**src/sv/tga_rle_pixel_decoder_assert.svh**
```systemverilog
// Assertion macros for the TGA pixel decoder; expects clk and rst_n in scope.
`ifndef TGA_RLE_PIXEL_DECODER_ASSERT_SVH
`define TGA_RLE_PIXEL_DECODER_ASSERT_SVH

// Condition that must hold at every edge outside reset.
`define TGA_ASSERT_NOW(lbl, cond, msg) \
    lbl: assert property (@(posedge clk) disable iff (!rst_n) (cond)) else $error(msg);

// Trigger this edge implies condition at the next edge.
`define TGA_ASSERT_NEXT(lbl, trig, cond, msg) \
    lbl: assert property (@(posedge clk) disable iff (!rst_n) (trig) |=> (cond)) \
        else $error(msg);

`endif

```
**src/sv/tga_pkg.sv**
```systemverilog
// Shared types, codes and helpers of the TGA pixel decoder.
package tga_pkg;

    localparam int PAL_ENTRIES = 256;
    localparam int PAL_AW      = (PAL_ENTRIES > 1) ? $clog2(PAL_ENTRIES) : 1;
    localparam int PAL_DW      = 24;

    typedef logic [2:0] fmt_t;

    localparam fmt_t FMT_INDEXED    = 3'd0;
    localparam fmt_t FMT_RGB16      = 3'd1;
    localparam fmt_t FMT_BGR24      = 3'd2;
    localparam fmt_t FMT_BGRA32     = 3'd3;
    localparam fmt_t FMT_GRAY8      = 3'd4;
    localparam fmt_t FMT_GRAY_ALPHA = 3'd5;

    localparam logic REQ_PIXEL   = 1'b0;
    localparam logic REQ_PALETTE = 1'b1;

    typedef logic [1:0] reg_idx_t;

    localparam reg_idx_t REG_PIXEL_FORMAT = 2'd0;
    localparam reg_idx_t REG_RLE_ENABLE   = 2'd1;
    localparam reg_idx_t REG_PIXEL_COUNT  = 2'd2;

    localparam fmt_t        FMT_RESET   = FMT_BGR24;
    localparam logic [31:0] COUNT_RESET = 32'd1;

    typedef struct packed {
        fmt_t        pixel_format;
        logic        rle_enable;
        logic [31:0] pixel_count;
    } cfg_t;

    // One finished pixel beat handed from the stream parser to the output stage.
    typedef struct packed {
        logic        valid;
        fmt_t        fmt;
        logic [31:0] word;
        logic        pal_hit;
        logic [7:0]  rep;
        logic        done;
    } px_info_t;

    function automatic logic [2:0] bytes_per_pixel(input fmt_t fmt);
        logic [2:0] n;
        case (fmt)
            FMT_INDEXED, FMT_GRAY8:    n = 3'd1;
            FMT_RGB16, FMT_GRAY_ALPHA: n = 3'd2;
            FMT_BGRA32:                n = 3'd4;
            default:                   n = 3'd3;
        endcase
        return n;
    endfunction

endpackage

```
**src/sv/tga_stream_ctl.sv**
```systemverilog
// Stream parser: packet headers, byte assembly, run clipping and image pixel count.
module tga_stream_ctl
    import tga_pkg::*;
(
    input  logic       clk,
    input  logic       rst_n,
    input  cfg_t       cfg,
    input  logic       beat_en,
    input  logic [7:0] data_byte,
    output px_info_t   issue
);

    logic        expect_header_reg, expect_header_next;
    logic        packet_is_run_reg, packet_is_run_next;
    logic [7:0]  packet_left_reg, packet_left_next;
    logic [1:0]  byte_pos_reg, byte_pos_next;
    logic [23:0] pixel_bytes_reg, pixel_bytes_next;
    logic [31:0] pixels_left_reg, pixels_left_next;

    logic [31:0] pl_eff;
    logic [2:0]  bpp;
    logic [31:0] shifted;
    logic [31:0] word;
    logic [7:0]  rep;
    logic [7:0]  pkt_after;
    logic [31:0] remain;

    always_comb
    begin
        pl_eff = (pixels_left_reg != 32'd0) ? pixels_left_reg :
                 (cfg.pixel_count == 32'd0) ? 32'd1 : cfg.pixel_count;
        bpp     = bytes_per_pixel(cfg.pixel_format);
        shifted = {24'd0, data_byte} << {byte_pos_reg, 3'b000};
        word      = {8'd0, pixel_bytes_reg} | shifted;
        rep       = 8'd1;
        pkt_after = packet_left_reg;
        remain    = pl_eff;

        expect_header_next = expect_header_reg;
        packet_is_run_next = packet_is_run_reg;
        packet_left_next   = packet_left_reg;
        byte_pos_next      = byte_pos_reg;
        pixel_bytes_next   = pixel_bytes_reg;
        pixels_left_next   = pixels_left_reg;
        issue              = '0;

        if (beat_en)
        begin
            pixels_left_next = pl_eff;
            if (cfg.rle_enable && expect_header_reg)
            begin
                packet_left_next   = {1'b0, data_byte[6:0]} + 8'd1;
                packet_is_run_next = data_byte[7];
                expect_header_next = 1'b0;
            end
            else if (({1'b0, byte_pos_reg} + 3'd1) < bpp)
            begin
                pixel_bytes_next = pixel_bytes_reg | shifted[23:0];
                byte_pos_next    = byte_pos_reg + 2'd1;
            end
            else
            begin
                byte_pos_next    = 2'd0;
                pixel_bytes_next = 24'd0;
                if (cfg.rle_enable)
                begin
                    if (packet_is_run_reg)
                    begin
                        rep       = (packet_left_reg == 8'd0) ? 8'd1 : packet_left_reg;
                        pkt_after = 8'd0;
                    end
                    else
                    begin
                        pkt_after = (packet_left_reg == 8'd0) ? 8'd0 :
                                    packet_left_reg - 8'd1;
                    end
                    packet_left_next = pkt_after;
                    if (pkt_after == 8'd0)
                    begin
                        expect_header_next = 1'b1;
                    end
                end
                // clip a run that overshoots the end of the image
                if ({24'd0, rep} > pl_eff)
                begin
                    rep = pl_eff[7:0];
                end
                remain           = pl_eff - {24'd0, rep};
                pixels_left_next = remain;

                issue.valid   = 1'b1;
                issue.fmt     = cfg.pixel_format;
                issue.word    = word;
                issue.pal_hit = (32'(word[7:0]) < 32'(PAL_ENTRIES));
                issue.rep     = rep;
                issue.done    = (remain == 32'd0);

                if (remain == 32'd0)
                begin
                    expect_header_next = 1'b1;
                    packet_is_run_next = 1'b0;
                    packet_left_next   = 8'd0;
                end
            end
        end
    end

    always_ff @(posedge clk or negedge rst_n)
    begin
        if (!rst_n)
        begin
            expect_header_reg <= 1'b1;
            packet_is_run_reg <= 1'b0;
            packet_left_reg   <= 8'd0;
            byte_pos_reg      <= 2'd0;
            pixel_bytes_reg   <= 24'd0;
            pixels_left_reg   <= 32'd0;
        end
        else
        begin
            expect_header_reg <= expect_header_next;
            packet_is_run_reg <= packet_is_run_next;
            packet_left_reg   <= packet_left_next;
            byte_pos_reg      <= byte_pos_next;
            pixel_bytes_reg   <= pixel_bytes_next;
            pixels_left_reg   <= pixels_left_next;
        end
    end

endmodule

```
**config.mk**
```make
export PLATFORM = sky130hd
export DESIGN_NAME = tga_stream_ctl
export DESIGN_NICKNAME = d
export VERILOG_FILES = /design/src/sv/tga_rle_pixel_decoder_assert.svh /design/src/sv/tga_pkg.sv /design/src/sv/tga_stream_ctl.sv
export SDC_FILE = /design/constraint.sdc
export NUM_CORES = 1
export LEC_CHECK = 0
export ABC_AREA = 1
export BUFFER_PORTS_ARGS = -buffer_cell sky130_fd_sc_hd__buf_4
export CORE_AREA = 2 2 121 94
export CTS_BUF_LIST = sky130_fd_sc_hd__clkbuf_4 sky130_fd_sc_hd__clkbuf_8 sky130_fd_sc_hd__clkbuf_16
export DETAILED_ROUTE_END_ITERATION = 6
export DIE_AREA = 0 0 123 96
export PLACE_DENSITY = 0.78
export SYNTH_ARGS = -nofsm -noshare
export SYNTH_HDL_FRONTEND = slang
export SYNTH_SLANG_ARGS = --single-unit
```
**constraint.sdc**
```tcl
create_clock -name clk -period 7.9 [get_ports clk]
set_input_delay 1.58 -clock clk [delete_from_list [all_inputs] [get_ports clk]]
set_output_delay 1.58 -clock clk [all_outputs]
set_load 0.1 [all_outputs]
```
==> results.json <==
{
  "tightest_slew_ns": 1.16,
  "final.setup.tns_ns": -0.175,
  "drc": 0,
  "ys_seq_area_frac": 0.279,
  "dr.pass1.iters": 6,
  "grt_usage": 0.361,
  "wl_per_cell_um": 16.2,
  "largest_reg_flops": 32,
  "critPathSlowestCell": "fa_2",
  "cts_max_path_buffers": 2,
  "power.share.sequential": 0.178,
  "avgSynthCellArea_um2": 6.08,
  "yosysMostFrequentCell": "nand2_1",
  "h-tree-depth": 3,
  "synth_warnings": 0,
  "cap_viol_max_count": 0,
  "cp_data_arrival_time_ns": 6.49,
  "start_util": 0.574,
  "slowest_delay_ns": 0.38,
  "nNetsFinal": 1230,
  "synth_top_area_cell": "dfrtp_1",
  "dp_cells": 1281,
  "cts_buffers": 9,
  "power_switching_mw": 1.95,
  "num_rows": 33,
  "synth-async-reset-ratio": 1.00,
  "crit_type": "input pin to primary output",
  "synth_edf_count": 0,
  "pwr-share-clk": 0.121,
  "syn_area_mm2": 0.00611,
  "grt_pass1_wl_um": 33000,
  "end_kind": "primary output",
  "power_density_mw_per_mm2": 437,
  "ant_nets": 0,
  "layout-area-overhead-vs-synth_pct": 32.3,
  "dr.max_layer_used": "met4",
  "fin_skew_ns": 0.00861,
  "final_layout_size_suffix_gt1_frac": 0.231,
  "final-setup-viol-count": 1,
  "timing.final.crit_share": 1.02,
  "cts.sinks": 68,
  "wl_met3_um": 2200,
  "setup_ws_ns": -0.175,
  "dp_hpwl_um": 15200,
  "die_h_um": 96,
  "insertion_delay_ns": 0.35,
  "hold_viol": 0,
  "grt_max_degree": 69,
  "start_kind": "input pin",
  "hold_path_class": "flip-flop to flip-flop",
  "fin_cells": 1306,
  "ioPinCount": 93,
  "power_frac_comb": 0.700,
  "synthTopCellsByArea": "dfrtp_1, nand2_1, nor2_1",
  "num_vias": 7483,
  "max_freq_ghz": 0.124,
  "final_core_util": 0.759,
  "antenna_found_initial": 0,
  "drt_iter0_drc": 968,
  "ys_types": 39,
  "intPower_mw": 1.58,
  "syn-num-nets": 1074,
  "die_w_um": 123,
  "cts-root-buf": "clkbuf_16",
  "report.final.slew_viol_count": 0,
  "synth_common_cells": "nand2_1, nor2_1, inv_1",
  "netlist_instances": 1005,
  "cpMostUsedCell": "nand2_1",
  "yosysTopAreaCellShare": 0.274,
  "ir_worst_vdd_uv": 361,
  "diodes": 0,
  "required_ns": 6.32,
  "tritoncts": "yes",
  "violations": "setup timing",
  "wl_met2_um": 9320,
  "first_global_vias": 6667,
  "coreArea_mm2": 0.0107,
  "place.gp.congestion": 1.04,
  "worst-path-max-fanout": 3,
  "r2r_slack_ns": 1.77,
  "relSlewSlack": 0.227,
  "portBuffers": 92,
  "dominantRegCellSynth": "dfrtp_1",
  "final.fill_count": 898,
  "dp_slack_ns": -0.288,
  "wl_um": 21200,
  "ys_seq_elements": 68,
  "gr-total-overflow": 0,
  "switching_share": 0.552,
  "rsz0062_at_grt": "yes",
  "power_leakage_nw": 4.08,
  "status": "finished with violations",
  "clkTransAtPathRegs_ns": 0.06,
  "routed_via_density": 5.73,
  "die-area_mm2": 0.0118,
  "period_minus_slack_ns": 8.07,
  "drt-met1-wl_um": 9140
}
[power groups by stage]
stage          clock network [mW]  registers, mW  logic (mW)
2_1_floorplan                   0          0.586        1.57
3_3_place_gp                    0          0.625        2.25
3_5_place_dp                    0          0.629        2.26
4_1_cts                     0.429          0.626        2.29
5_1_grt                     0.443          0.653        2.69
6_report                    0.428          0.630        2.47
[area by class of cell]
type	count	area (um2)	share of cell area
Tap cell	140	175	0.0217
Sequential cell	68	1700	0.211
Clock buffer	10	239	0.0296
Multi-Input combinational cell	778	4040	0.500
Timing Repair Buffer	180	1390	0.172
Clock inverter	6	71.3	0.00882
Inverter	124	470	0.0582
[path summary, 6_finish.rpt]
path / startpoint / to / cells after the start
worst max register to register: pixels_left_reg[0] / packet_left_reg[4] / 41
min in group asynchronous: rst_n / pixel_bytes_reg[21] / 1
worst max-delay path: cfg[14] / issue[0] / 37
worst min register to register: expect_header_reg / expect_header_reg / 2
worst min-delay path: expect_header_reg / expect_header_reg / 2
max in group asynchronous: rst_n / pixels_left_reg[10] / 1
[cell families (layout without fill, tap and decap cells)]
family,Yosys count,count (layout),share of synthesized area
AOI/OAI and AO/OA,186,186,0.164
xor gates and xnor gates,14,14,0.0201
adders and majority gates,22,22,0.0463
buffers and inverters,159,320,0.103
DFF,68,68,0.279
muxes,1,1,0.00164
and+or+nand+nor,555,555,0.386
[per-layer routing]
layer  vias up  track usage
li1       3575            -
met1      3415        0.514
met2       434        0.555
met3        59       0.0705
met4         0        0.110
met5         -            0
[metrics by stage]
step	instance area, um2	power (mW)	hold WS, ns
finish	8090	3.53	0.479
global route	8090	3.78	0.512
CTS	7800	3.34	0.478
detailed placement	7420	2.89	0.470
global placement	7420	2.88	0.453
floorplan	6110	2.15	0.442
[cell usage in the layout (no fill, tap or decap), types with 6 or more instances in the layout]
cell type | Yosys | layout
xor2_1 | 11 | 10
nand4_1 | 17 | 17
clkbuf_16 | 0 | 9
o21a_1 | 6 | 6
buf_4 | 3 | 172
nor2_1 | 162 | 151
o21ai_0 | 101 | 94
a21oi_1 | 47 | 44
nand2_2 | 10 | 14
nand3_1 | 49 | 46
o211ai_1 | 6 | 6
nor4_4 | 0 | 7
inv_1 | 120 | 117
nand2_1 | 261 | 256
dfrtp_1 | 67 | 67
nor3_1 | 27 | 26
nor2_2 | 7 | 16
a31oi_1 | 6 | 6
ha_1 | 21 | 19
o22ai_1 | 11 | 11
[worst max-delay path, delay by kind of cell]
family,cells,cell delay (ns)
buffers and inverters,5,0.56
AO/OA/AOI/OAI,4,0.35
adder cells (fa/ha/maj),3,0.78
AND/OR/NAND/NOR,25,3.22
[repair_timing]
action / in CTS / in global routing
endpoints found under the setup margin: 1 / 1
gates cloned: 0 / 1
setup buffers: 1 / 8
pin swaps: 2 / 37
hold buffers: 0 / 0
resized for setup: 15 / 56
No activity file was read; power rests on OpenSTA's default activity.
