===== config.mk =====
export PLATFORM = sky130hd
export DESIGN_NAME = tga_px_stage
export DESIGN_NICKNAME = d
export VERILOG_FILES = /design/src/sv/tga_rle_pixel_decoder_assert.svh /design/src/sv/tga_pkg.sv /design/src/sv/tga_px_stage.sv
export SDC_FILE = /design/constraint.sdc
export NUM_CORES = 1
export LEC_CHECK = 0
export BUFFER_PORTS_ARGS = -buffer_cell sky130_fd_sc_hd__buf_4
export CAP_MARGIN = 10
export CORE_MARGIN = 2
export CORE_UTILIZATION = 44
export DETAILED_ROUTE_END_ITERATION = 10
export PLACE_DENSITY = 0.79
export SLEW_MARGIN = 30
export SYNTH_ARGS = -nofsm -noshare
export SYNTH_HDL_FRONTEND = slang
export SYNTH_SLANG_ARGS = --single-unit

===== constraint.sdc =====
create_clock -name clk -period 1.5 [get_ports clk]
set_clock_uncertainty 0.1 [all_clocks]
set_input_delay 0.075 -clock clk [delete_from_list [all_inputs] [get_ports clk]]
set_output_delay 0.075 -clock clk [all_outputs]
set_load 0.005 [all_outputs]

===== src/sv/tga_rle_pixel_decoder_assert.svh =====
// Assertion macros for the TGA pixel decoder; expects clk and rst_n in scope.
`ifndef TGA_RLE_PIXEL_DECODER_ASSERT_SVH
`define TGA_RLE_PIXEL_DECODER_ASSERT_SVH

// Condition that must hold at every edge outside reset.
`define TGA_ASSERT_NOW(lbl, cond, msg) \
    lbl: assert property (@(posedge clk) disable iff (!rst_n) (cond)) else $error(msg);

// Trigger this edge implies condition at the next edge.
`define TGA_ASSERT_NEXT(lbl, trig, cond, msg) \
    lbl: assert property (@(posedge clk) disable iff (!rst_n) (trig) |=> (cond)) \
        else $error(msg);

`endif


===== src/sv/tga_pkg.sv =====
// Shared types, codes and helpers of the TGA pixel decoder.
package tga_pkg;

    localparam int PAL_ENTRIES = 256;
    localparam int PAL_AW      = (PAL_ENTRIES > 1) ? $clog2(PAL_ENTRIES) : 1;
    localparam int PAL_DW      = 24;

    typedef logic [2:0] fmt_t;

    localparam fmt_t FMT_INDEXED    = 3'd0;
    localparam fmt_t FMT_RGB16      = 3'd1;
    localparam fmt_t FMT_BGR24      = 3'd2;
    localparam fmt_t FMT_BGRA32     = 3'd3;
    localparam fmt_t FMT_GRAY8      = 3'd4;
    localparam fmt_t FMT_GRAY_ALPHA = 3'd5;

    localparam logic REQ_PIXEL   = 1'b0;
    localparam logic REQ_PALETTE = 1'b1;

    typedef logic [1:0] reg_idx_t;

    localparam reg_idx_t REG_PIXEL_FORMAT = 2'd0;
    localparam reg_idx_t REG_RLE_ENABLE   = 2'd1;
    localparam reg_idx_t REG_PIXEL_COUNT  = 2'd2;

    localparam fmt_t        FMT_RESET   = FMT_BGR24;
    localparam logic [31:0] COUNT_RESET = 32'd1;

    typedef struct packed {
        fmt_t        pixel_format;
        logic        rle_enable;
        logic [31:0] pixel_count;
    } cfg_t;

    // One finished pixel beat handed from the stream parser to the output stage.
    typedef struct packed {
        logic        valid;
        fmt_t        fmt;
        logic [31:0] word;
        logic        pal_hit;
        logic [7:0]  rep;
        logic        done;
    } px_info_t;

    function automatic logic [2:0] bytes_per_pixel(input fmt_t fmt);
        logic [2:0] n;
        case (fmt)
            FMT_INDEXED, FMT_GRAY8:    n = 3'd1;
            FMT_RGB16, FMT_GRAY_ALPHA: n = 3'd2;
            FMT_BGRA32:                n = 3'd4;
            default:                   n = 3'd3;
        endcase
        return n;
    endfunction

endpackage


===== src/sv/tga_px_stage.sv =====
// Output stage: holds one pixel beat and converts it to RGBA, palette data arrives here.
module tga_px_stage
    import tga_pkg::*;
(
    input  logic              clk,
    input  logic              rst_n,
    input  logic              load,
    input  logic              pop,
    input  px_info_t          issue,
    input  logic [PAL_DW-1:0] pal_rdata,
    output logic              valid,
    output logic [7:0]        red,
    output logic [7:0]        green,
    output logic [7:0]        blue,
    output logic [7:0]        alpha,
    output logic [7:0]        repeat_count,
    output logic              image_done
);

    logic     valid_reg, valid_next;
    px_info_t info_reg;
    logic [23:0] entry;

    always_comb
    begin
        valid_next = valid_reg;
        if (load)
        begin
            valid_next = 1'b1;
        end
        else if (pop)
        begin
            valid_next = 1'b0;
        end
    end

    always_ff @(posedge clk or negedge rst_n)
    begin
        if (!rst_n)
        begin
            valid_reg <= 1'b0;
        end
        else
        begin
            valid_reg <= valid_next;
        end
    end

    always_ff @(posedge clk)
    begin
        if (load)
        begin
            info_reg <= issue;
        end
    end

    always_comb
    begin
        entry = info_reg.pal_hit ? 24'(pal_rdata) : 24'd0;
        red   = info_reg.word[23:16];
        green = info_reg.word[15:8];
        blue  = info_reg.word[7:0];
        alpha = 8'hFF;
        case (info_reg.fmt)
            FMT_INDEXED:
            begin
                red   = entry[23:16];
                green = entry[15:8];
                blue  = entry[7:0];
            end
            FMT_RGB16:
            begin
                red   = {info_reg.word[14:10], 3'b000};
                green = {info_reg.word[9:5], 3'b000};
                blue  = {info_reg.word[4:0], 3'b000};
            end
            FMT_BGRA32:
            begin
                alpha = info_reg.word[31:24];
            end
            FMT_GRAY8:
            begin
                red   = info_reg.word[7:0];
                green = 8'd0;
                blue  = 8'd0;
            end
            FMT_GRAY_ALPHA:
            begin
                red   = info_reg.word[7:0];
                green = info_reg.word[7:0];
                blue  = info_reg.word[7:0];
                alpha = info_reg.word[15:8];
            end
            default:
            begin
                red   = info_reg.word[23:16];
            end
        endcase
    end

    assign valid        = valid_reg;
    assign repeat_count = info_reg.rep;
    assign image_done   = info_reg.done;

endmodule

==> flow_metrics.tcl, run 1 <==
set metrics [dict create \
    fp.dieW_microns 73.16 \
    worstRegToRegCells 1 \
    via_per_inst 6.013 \
    cp.arrival_ns 1.89 \
    cts_buffer_depth 2 \
    grt_max_degree 47 \
    drt-initial-drc-count 336 \
    design_area_sq_mm 0.003822 \
    max_stage_delay_ns 0.45 \
    drtPass1Iterations 5 \
    post-dp-hpwl_mm 4.399 \
    regArea_sq_mm 0.001376 \
    finalWirelength_mm 8.999 \
    power_leakage_uw 0.001631 \
    row_count 25 \
    multiInputGateArea_sq_um 680.7 \
    period_share_pct 138.0 \
    drive_gt1_share_pct 48.66 \
    crit_path_start_kind "register" \
    wl_per_cell_microns 23.13 \
    min_period_ns 2.070 \
    fmax_ghz 0.4831 \
    grt_use_total_pct 31.79 \
    largest_register_ffs 36 \
    ys.warnings.count 0 \
    fin_util_pct 82.01 \
    ir_drop_mv 0.7688 \
    cap_violations 0 \
    ys_ff_latch 46 \
    cp.buffers_inverters 3 \
    synth_nets 233 \
    fill_cells 216 \
    violations "negative setup slack" \
    root_buffer "clkbuf_8" \
    worst_pin_slew_ns 0.5954 \
    grt_overflow_total 0 \
    diodes 0 \
    criticalPathCategory "reg -> out" \
    dpl-instance-area_sq_mm 0.003055 \
    crit_top_cell "buf_4" \
    worstHoldStart "load" \
    crit_path_top_delay_cell "edfxtp_1" \
    io_pins 116 \
    grt_pass1_vias 2332 \
    antenna_found_initial 0 \
    die_y_microns 73.16 \
    path_cells "buf_6, nor4b_4, buf_4, a22oi_2, o21ai_1, buf_4" \
    setup_tns_ns -14.74 \
    cts_tree "yes" \
    drc_errors 0 \
    layout_commonest_cell "buf_4" \
    drv_slew 0 \
    grt_setup_unrepaired "true" \
    min_path_type "in -> reg" \
    min_path_cells 1 \
    core_sq_mm 0.004661 \
    cp_num_cells 6 \
    crit_start "info_reg[44]" \
    seq_area_frac_synth_pct 65.40 \
    syn_inst 159 \
    clk_pin_slew_ns 0.09 \
    critical_path.top_delay_family "buffers and inverters" \
    p_per_area_mw_per_mm2 867.7 \
    cp.required_ns 1.32 \
    status "finished with violations" \
    nets 408 \
    ant_nets 0 \
    dieArea_sq_mm 0.005352 \
    yosys.cell_types.count 27 \
    numCtsBuffers 5 \
    via_count 2339 \
    regToRegStartpoint "valid" \
    slew_headroom_pct 60.31 \
    final_hold_viol_count 0 \
    worstSkewPairLatency_ns 0.30 \
    io_buffers 114 \
    cts_sinks 46 \
    setup_viol 32 \
    syn_area_sq_mm 0.002105 \
    final_cell_mix "buf_4 (127), dlygate4sd3_1 (48), edfxtp_1 (45), nand2_1 (19), buf_6 (11)" \
    start_util_pct 45.15 \
    grt_pass1_wl_mm 12.34 \
    area_growth_pct 81.63 \
    cp-end-kind "output pin" \
    gp_congestion 0.8317 \
    cts_max_level 2 \
    layout_setup_ws_ns -0.5699 \
    path_max_fanout 5 \
    avgSynthCellArea_sq_um 13.24 \
]
logic make-up after synthesis:
family                 share of synthesized area (%)
buffers and inverters                          6.243
multiplexers                                   2.438
flip-flops                                     65.40
AND/OR/NAND/NOR                                8.145
AO/OA/AOI/OAI                                  17.78
layout make-up:
cell class | instances | area share, %
Clock inverter | 2 | 0.3928
Multi-Input combinational cell | 91 | 17.81
Timing Repair Buffer | 188 | 41.93
Clock buffer | 6 | 1.899
Tap cell | 54 | 1.768
Inverter | 2 | 0.1964
Sequential cell | 46 | 36.01
metal layers:
| layer | global-route usage, % | share of wire [%] | vias to the layer above |
|---|---|---|---|
| li1 | - | - | 969 |
| met1 | 39.87 | 35 | 1097 |
| met2 | 52.25 | 49 | 233 |
| met3 | 8.011 | 12 | 40 |
| met4 | 13.37 | 4.5 | 0 |
| met5 | 0 | 0 | - |
report_power, final:
group	switching (uW)	total (uW)	internal, uW	leakage (uW)
registers	91.6	1620	1530	0.000451
clock network	454	784	329	0.0000374
logic	368	914	546	0.00114
total	914	3320	2400	0.00163
final timing paths:
check,end,slack [ns]
max,red[2],-0.57
min,image_done,0.21
max reg2reg,valid,0.75
min reg2reg,valid,0.39
max in group asynchronous,valid,0.69
min in group asynchronous,valid,0.51
Yosys cell counts (all sizes together):
cell	n	area [sq um]
nor4b	1	15.01
buf	17	111.4
nor3b	2	26.28
nand2	19	71.32
clkbuf	3	12.51
a21oi	1	5.000
a221oi	1	8.760
a32oi	3	26.28
o21ai	16	80.08
edfxtp	45	1351
a221o	9	90.09
dfrtp	1	25.02
a222oi	5	50.05
o22ai	8	50.05
nor2	9	33.78
nor2b	1	6.260
mux2i	4	40.04
inv	2	7.510
a22o	3	26.28
nand2b	3	18.77
a22oi	3	22.52
a21o	2	15.01
mux2	1	11.26
stage by stage:
stage / hold slack [ns] / power (uW) / worst slack, ns / cells
2_1_floorplan: -0.3206 / 1854 / 0.05490 / 159
3_3_place_gp: -0.2492 / 2266 / -0.1001 / 326
3_5_place_dp: -0.2469 / 2278 / -0.1271 / 326
4_1_cts: 0.2005 / 3128 / -0.4197 / 385
5_1_grt: 0.2201 / 3394 / -0.5814 / 389
6_report: 0.2060 / 3317 / -0.5699 / 389
timing repair:
action / in CTS / in global routing
resized for setup: 30 / 12
endpoints found under the setup margin: 32 / 32
hold endpoints to repair: 47 / 0
pin swaps: 11 / 14
gates cloned: 0 / 2
buffers inserted: 4 / 3
hold buffers: 48 / 0
Note: power is estimated with default switching activity, not from simulation.
==> inputs of run 2 (changes only) <==
- RECOVER_POWER: default -> 100
==> run 2 against run 1 <==
The run still ends with negative setup slack left. First-iteration DRC count decreased by 1.8%. Die area did not move. Flip-flop and latch count is the same. Design area down 0.75%. Maximum frequency rose by 0.32%. Critical path type unchanged. Critical endpoint unchanged. Largest cell class unchanged.
==> flow_metrics.tcl, run 2 (synthesis gave the netlist of run 1 again) <==
set metrics [dict create \
    fmax_ghz 0.4847 \
    setup_tns_ns -14.56 \
    fill_cells 225 \
    ir_drop_mv 0.7696 \
    drt-initial-drc-count 330 \
    largest_register_ffs 36 \
    io_buffers 114 \
    cts_max_level 2 \
    post-dp-hpwl_mm 4.399 \
    p_clk_share_pct 23.7 \
    fp.dieW_microns 73.16 \
    final_cell_mix "buf_4 (70), clkbuf_4 (49), dlygate4sd3_1 (48), edfxtp_1 (45), nand2_1 (19)" \
    layout_setup_ws_ns -0.5632 \
    clk_pin_slew_ns 0.09 \
    slew_headroom_pct 23.76 \
    power_switching_share_pct 27.44 \
    ant_nets 0 \
    p_sw_uw 902.5 \
    grt_pass1_wl_mm 12.34 \
    start_util_pct 45.15 \
    io_pins 116 \
    grt_use_total_pct 31.79 \
    cp-end-kind "output pin" \
    worstSkewPairLatency_ns 0.29 \
    via_count 2362 \
    crit_top_cell "buf_4" \
    crit_path_start_kind "register" \
    power_leakage_uw 0.001595 \
    max_stage_delay_ns 0.45 \
    min_path_type "in -> out" \
    drtPass1Iterations 6 \
    cts_sinks 46 \
    die_y_microns 73.16 \
    cts_tree "yes" \
    grt_setup_unrepaired "true" \
    setup_viol 32 \
    p_per_area_mw_per_mm2 866.9 \
    dieArea_sq_mm 0.005352 \
    p_int_uw 2386 \
    gp_congestion 0.8317 \
    grt_max_degree 47 \
    drive_gt1_share_pct 46.57 \
    cap_violations 0 \
    p_seq_share_pct 49.2 \
    via_per_inst 6.072 \
    row_count 25 \
    root_buffer "clkbuf_8" \
    criticalPathCategory "reg -> out" \
    path_cells "buf_6, nor4b_4, buf_4, a22oi_2, o21ai_1, buf_4" \
    min_period_ns 2.063 \
    nets 408 \
    finalNonFillerCells 389 \
    finalWirelength_mm 8.877 \
    period_share_pct 137.5 \
    power_frac_comb_pct 27.1 \
    final_hold_viol_count 0 \
    grt_pass1_vias 2332 \
    cts_buffer_depth 2 \
    wl_per_cell_microns 22.82 \
    antenna_found_initial 0 \
    worst_pin_slew_ns 1.144 \
    cp.required_ns 1.32 \
    post-place-cells 326 \
    layout_commonest_cell "buf_4" \
    drc_errors 0 \
    crit_path_top_delay_cell "edfxtp_1" \
    drv_slew 0 \
    status "finished with violations" \
    cp.arrival_ns 1.89 \
    core_sq_mm 0.004661 \
    numCtsBuffers 5 \
    diodes 0 \
    grt_overflow_total 0 \
    path_max_fanout 5 \
    violations "negative setup slack" \
    area_growth_pct 80.26 \
]
## run 2: path summary, 6_finish.rpt
check	slack [ns]	to	startpoint	cells after the start
worst max-delay path	-0.56	red[2]	info_reg[44]	6
worst min-delay path	0.34	blue[1]	pal_rdata[1]	3
worst max register to register	0.74	valid	valid	1
worst min register to register	0.39	valid	valid	1
max in group asynchronous	0.67	valid	rst_n	3
min in group asynchronous	0.53	valid	rst_n	3
## run 2: cell type report
cell class	instances	area [sq um]	share of cell area (%)
tap	54	67.56	1.781
timing repair buffer	188	1574	41.49
multi-input combinational	91	680.7	17.94
clock buffer	6	72.57	1.913
inverter	2	7.507	0.1979
sequential	46	1376	36.28
clock inverter	2	15.01	0.3958
## run 2: layer usage
| metal | share of wire (%) | up-vias | track usage [%] |
|---|---|---|---|
| met2 | 49 | 233 | 52.25 |
| li1 | - | 971 | - |
| met5 | 0 | - | 0 |
| met3 | 11 | 47 | 8.011 |
| met4 | 4.7 | 0 | 13.37 |
| met1 | 36 | 1111 | 39.87 |
## run 2: power groups by stage
stage	clock network [uW]	registers, uW	logic [uW]
3_3_place_gp	0	1620	650
4_1_cts	727	1590	809
6_report	778	1620	892
5_1_grt	807	1620	946
3_5_place_dp	0	1620	657
2_1_floorplan	0	1590	260
## run 2: worst max-delay path: cells and delay by family, from the launching register on
kind	cells	cell delay, ns
buf+inv	3	0.57
simple gates	1	0.29
compound gates	2	0.29
flops	1	0.45
## run 2: repair_timing
item,CTS,global route
cloned,0,2
setup endpoints to repair,32,32
gates resized for setup,30,12
hold buffers,48,0
buffers inserted,4,3
pin swaps,11,14
endpoints found under the hold margin,47,0
## run 2: per-stage QoR
stage                     worst slack (ns)  area, sq um  power [uW]  hold slack [ns]  util [%]
after floorplan                    0.05490         2105        1854          -0.3206         -
after global placement             -0.1001         3055        2266          -0.2492     65.56
after detailed placement           -0.1271         3055        2278          -0.2469     65.56
after CTS                          -0.4197         3726        3128           0.2005     79.95
after global routing               -0.5814         3794        3377           0.3468     81.40
final                              -0.5632         3794        3289           0.3398     81.40
==> inputs of run 3 (changes only) <==
- CORE_ASPECT_RATIO: default -> 0.9
==> run 3 against run 2 <==
The run still ends with negative setup slack left. Total power rose by 3.7%. Sequential power barely moved. Global-route usage decreased by 2.1 points. Die area is essentially flat. Maximum frequency rose by 5.4%. Critical path type unchanged.
==> flow_metrics.tcl, run 3 (synthesis gave the netlist of run 1 again) <==
set metrics [dict create \
    gp_congestion 0.8241 \
    max_stage_delay_ns 0.45 \
    cp.buffers_inverters 3 \
    ir_drop_mv 0.6296 \
    regToRegStartpoint "valid" \
    fin_worst_hold_slack_ns 0.3453 \
    period_share_pct 130.5 \
    drv_slew 0 \
    grt_setup_unrepaired "true" \
    grt_overflow_total 0 \
    via_per_inst 5.454 \
    dpl_worst_slack_ns -0.1402 \
    finalWirelength_mm 7.687 \
    status "finished with violations" \
    drtPass1Iterations 5 \
    ant_nets 0 \
    setup_tns_ns -11.60 \
    criticalPathCategory "reg -> out" \
    root_buffer "clkbuf_8" \
    crit_top_cell "buf_4" \
    crit_path_top_delay_cell "edfxtp_1" \
    design_area_sq_mm 0.003741 \
    wl_per_cell_microns 19.51 \
    fmax_ghz 0.5108 \
    die_y_microns 69.61 \
    critical_path.top_delay_family "buffers and inverters" \
    min_period_ns 1.958 \
    worstHoldStart "pal_rdata[1]" \
    post-dp-hpwl_mm 4.141 \
    violations "negative setup slack" \
    largest_register_ffs 36 \
    cts_tree "yes" \
    fp.dieW_microns 76.90 \
    core_sq_mm 0.004518 \
    area_growth_pct 77.76 \
    power_leakage_uw 0.001589 \
    min_path_type "in -> out" \
    via_count 2149 \
    grt_use_total_pct 29.70 \
    final_hold_viol_count 0 \
    reg2reg_slack_ns 0.72 \
    nets 405 \
    grt_pass1_vias 2324 \
    setup_viol 32 \
    dieArea_sq_mm 0.005353 \
    p_per_area_mw_per_mm2 911.4 \
    cts_max_level 2 \
    cts_sinks 46 \
    drive_gt1_share_pct 44.88 \
    cts_buffer_depth 2 \
    cp-end-kind "output pin" \
    start_util_pct 46.58 \
    crit_path_start_kind "register" \
    worstSkewPairLatency_ns 0.30 \
    numCtsBuffers 5 \
    worst_pin_slew_ns 1.167 \
    crit_start "info_reg[44]" \
    final_cell_mix "buf_4 (75), clkbuf_4 (49), dlygate4sd3_1 (48), edfxtp_1 (45), nand2_1 (19)" \
    path_max_fanout 7 \
    dpl-instance-area_sq_mm 0.003058 \
    grt_pass1_wl_mm 12.12 \
    drc_errors 0 \
    diodes 0 \
    layout_commonest_cell "buf_4" \
    antenna_found_initial 0 \
    row_count 23 \
    cap_violations 0 \
    path_cells "buf_6, nor4b_4, buf_4, a222oi_1, o21ai_1, buf_4" \
    io_pins 116 \
    drt-initial-drc-count 195 \
    grt_max_degree 47 \
    slew_headroom_pct 22.23 \
    io_buffers 114 \
    cp.arrival_ns 1.78 \
    cp.required_ns 1.32 \
    layout_setup_ws_ns -0.4579 \
    clk_pin_slew_ns 0.10 \
]
[run 3: where the power goes]
part	total, uW	switching [uW]	internal (uW)
Combinational	819	326	494
Clock	986	478	508
Sequential	1600	77.0	1530
[run 3: final timing paths]
kind | endpoint | cells past startpoint
max in group asynchronous | valid | 3
max reg2reg | valid | 1
max | red[6] | 6
min reg2reg | valid | 1
min | blue[1] | 3
min in group asynchronous | valid | 3
[run 3: layer usage]
metal  GRT usage, %  part of all wire [%]  wire (microns)
met5              0                     0               0
met4          8.687                   1.2              89
met3          11.07                    11             858
met2          50.10                    50            3881
met1          35.48                    37            2858
[run 3: through the flow]
stage          utilization [%]  cells  power (uW)
2_1_floorplan                -    159        1854
3_3_place_gp             67.68    333        2259
3_5_place_dp             67.68    333        2272
4_1_cts                  82.94    394        3347
5_1_grt                  82.80    394        3546
6_report                 82.80    394        3410
[run 3: what timing repair did]
action,CTS,global route
resized for setup,19,5
setup buffers,5,0
endpoints found under the hold margin,47,0
pin swaps,2,17
setup endpoints to repair,32,32
gates cloned,0,0
hold buffers,48,0
[run 3: final cells by class]
cell class	count	area, sq um
sequential	46	1376
tap	62	77.57
clock buffer	5	68.82
timing repair buffer	185	1508
fill	250	777.0
inverter	2	7.507
multi-input combinational	91	654.4
clock inverter	3	48.80
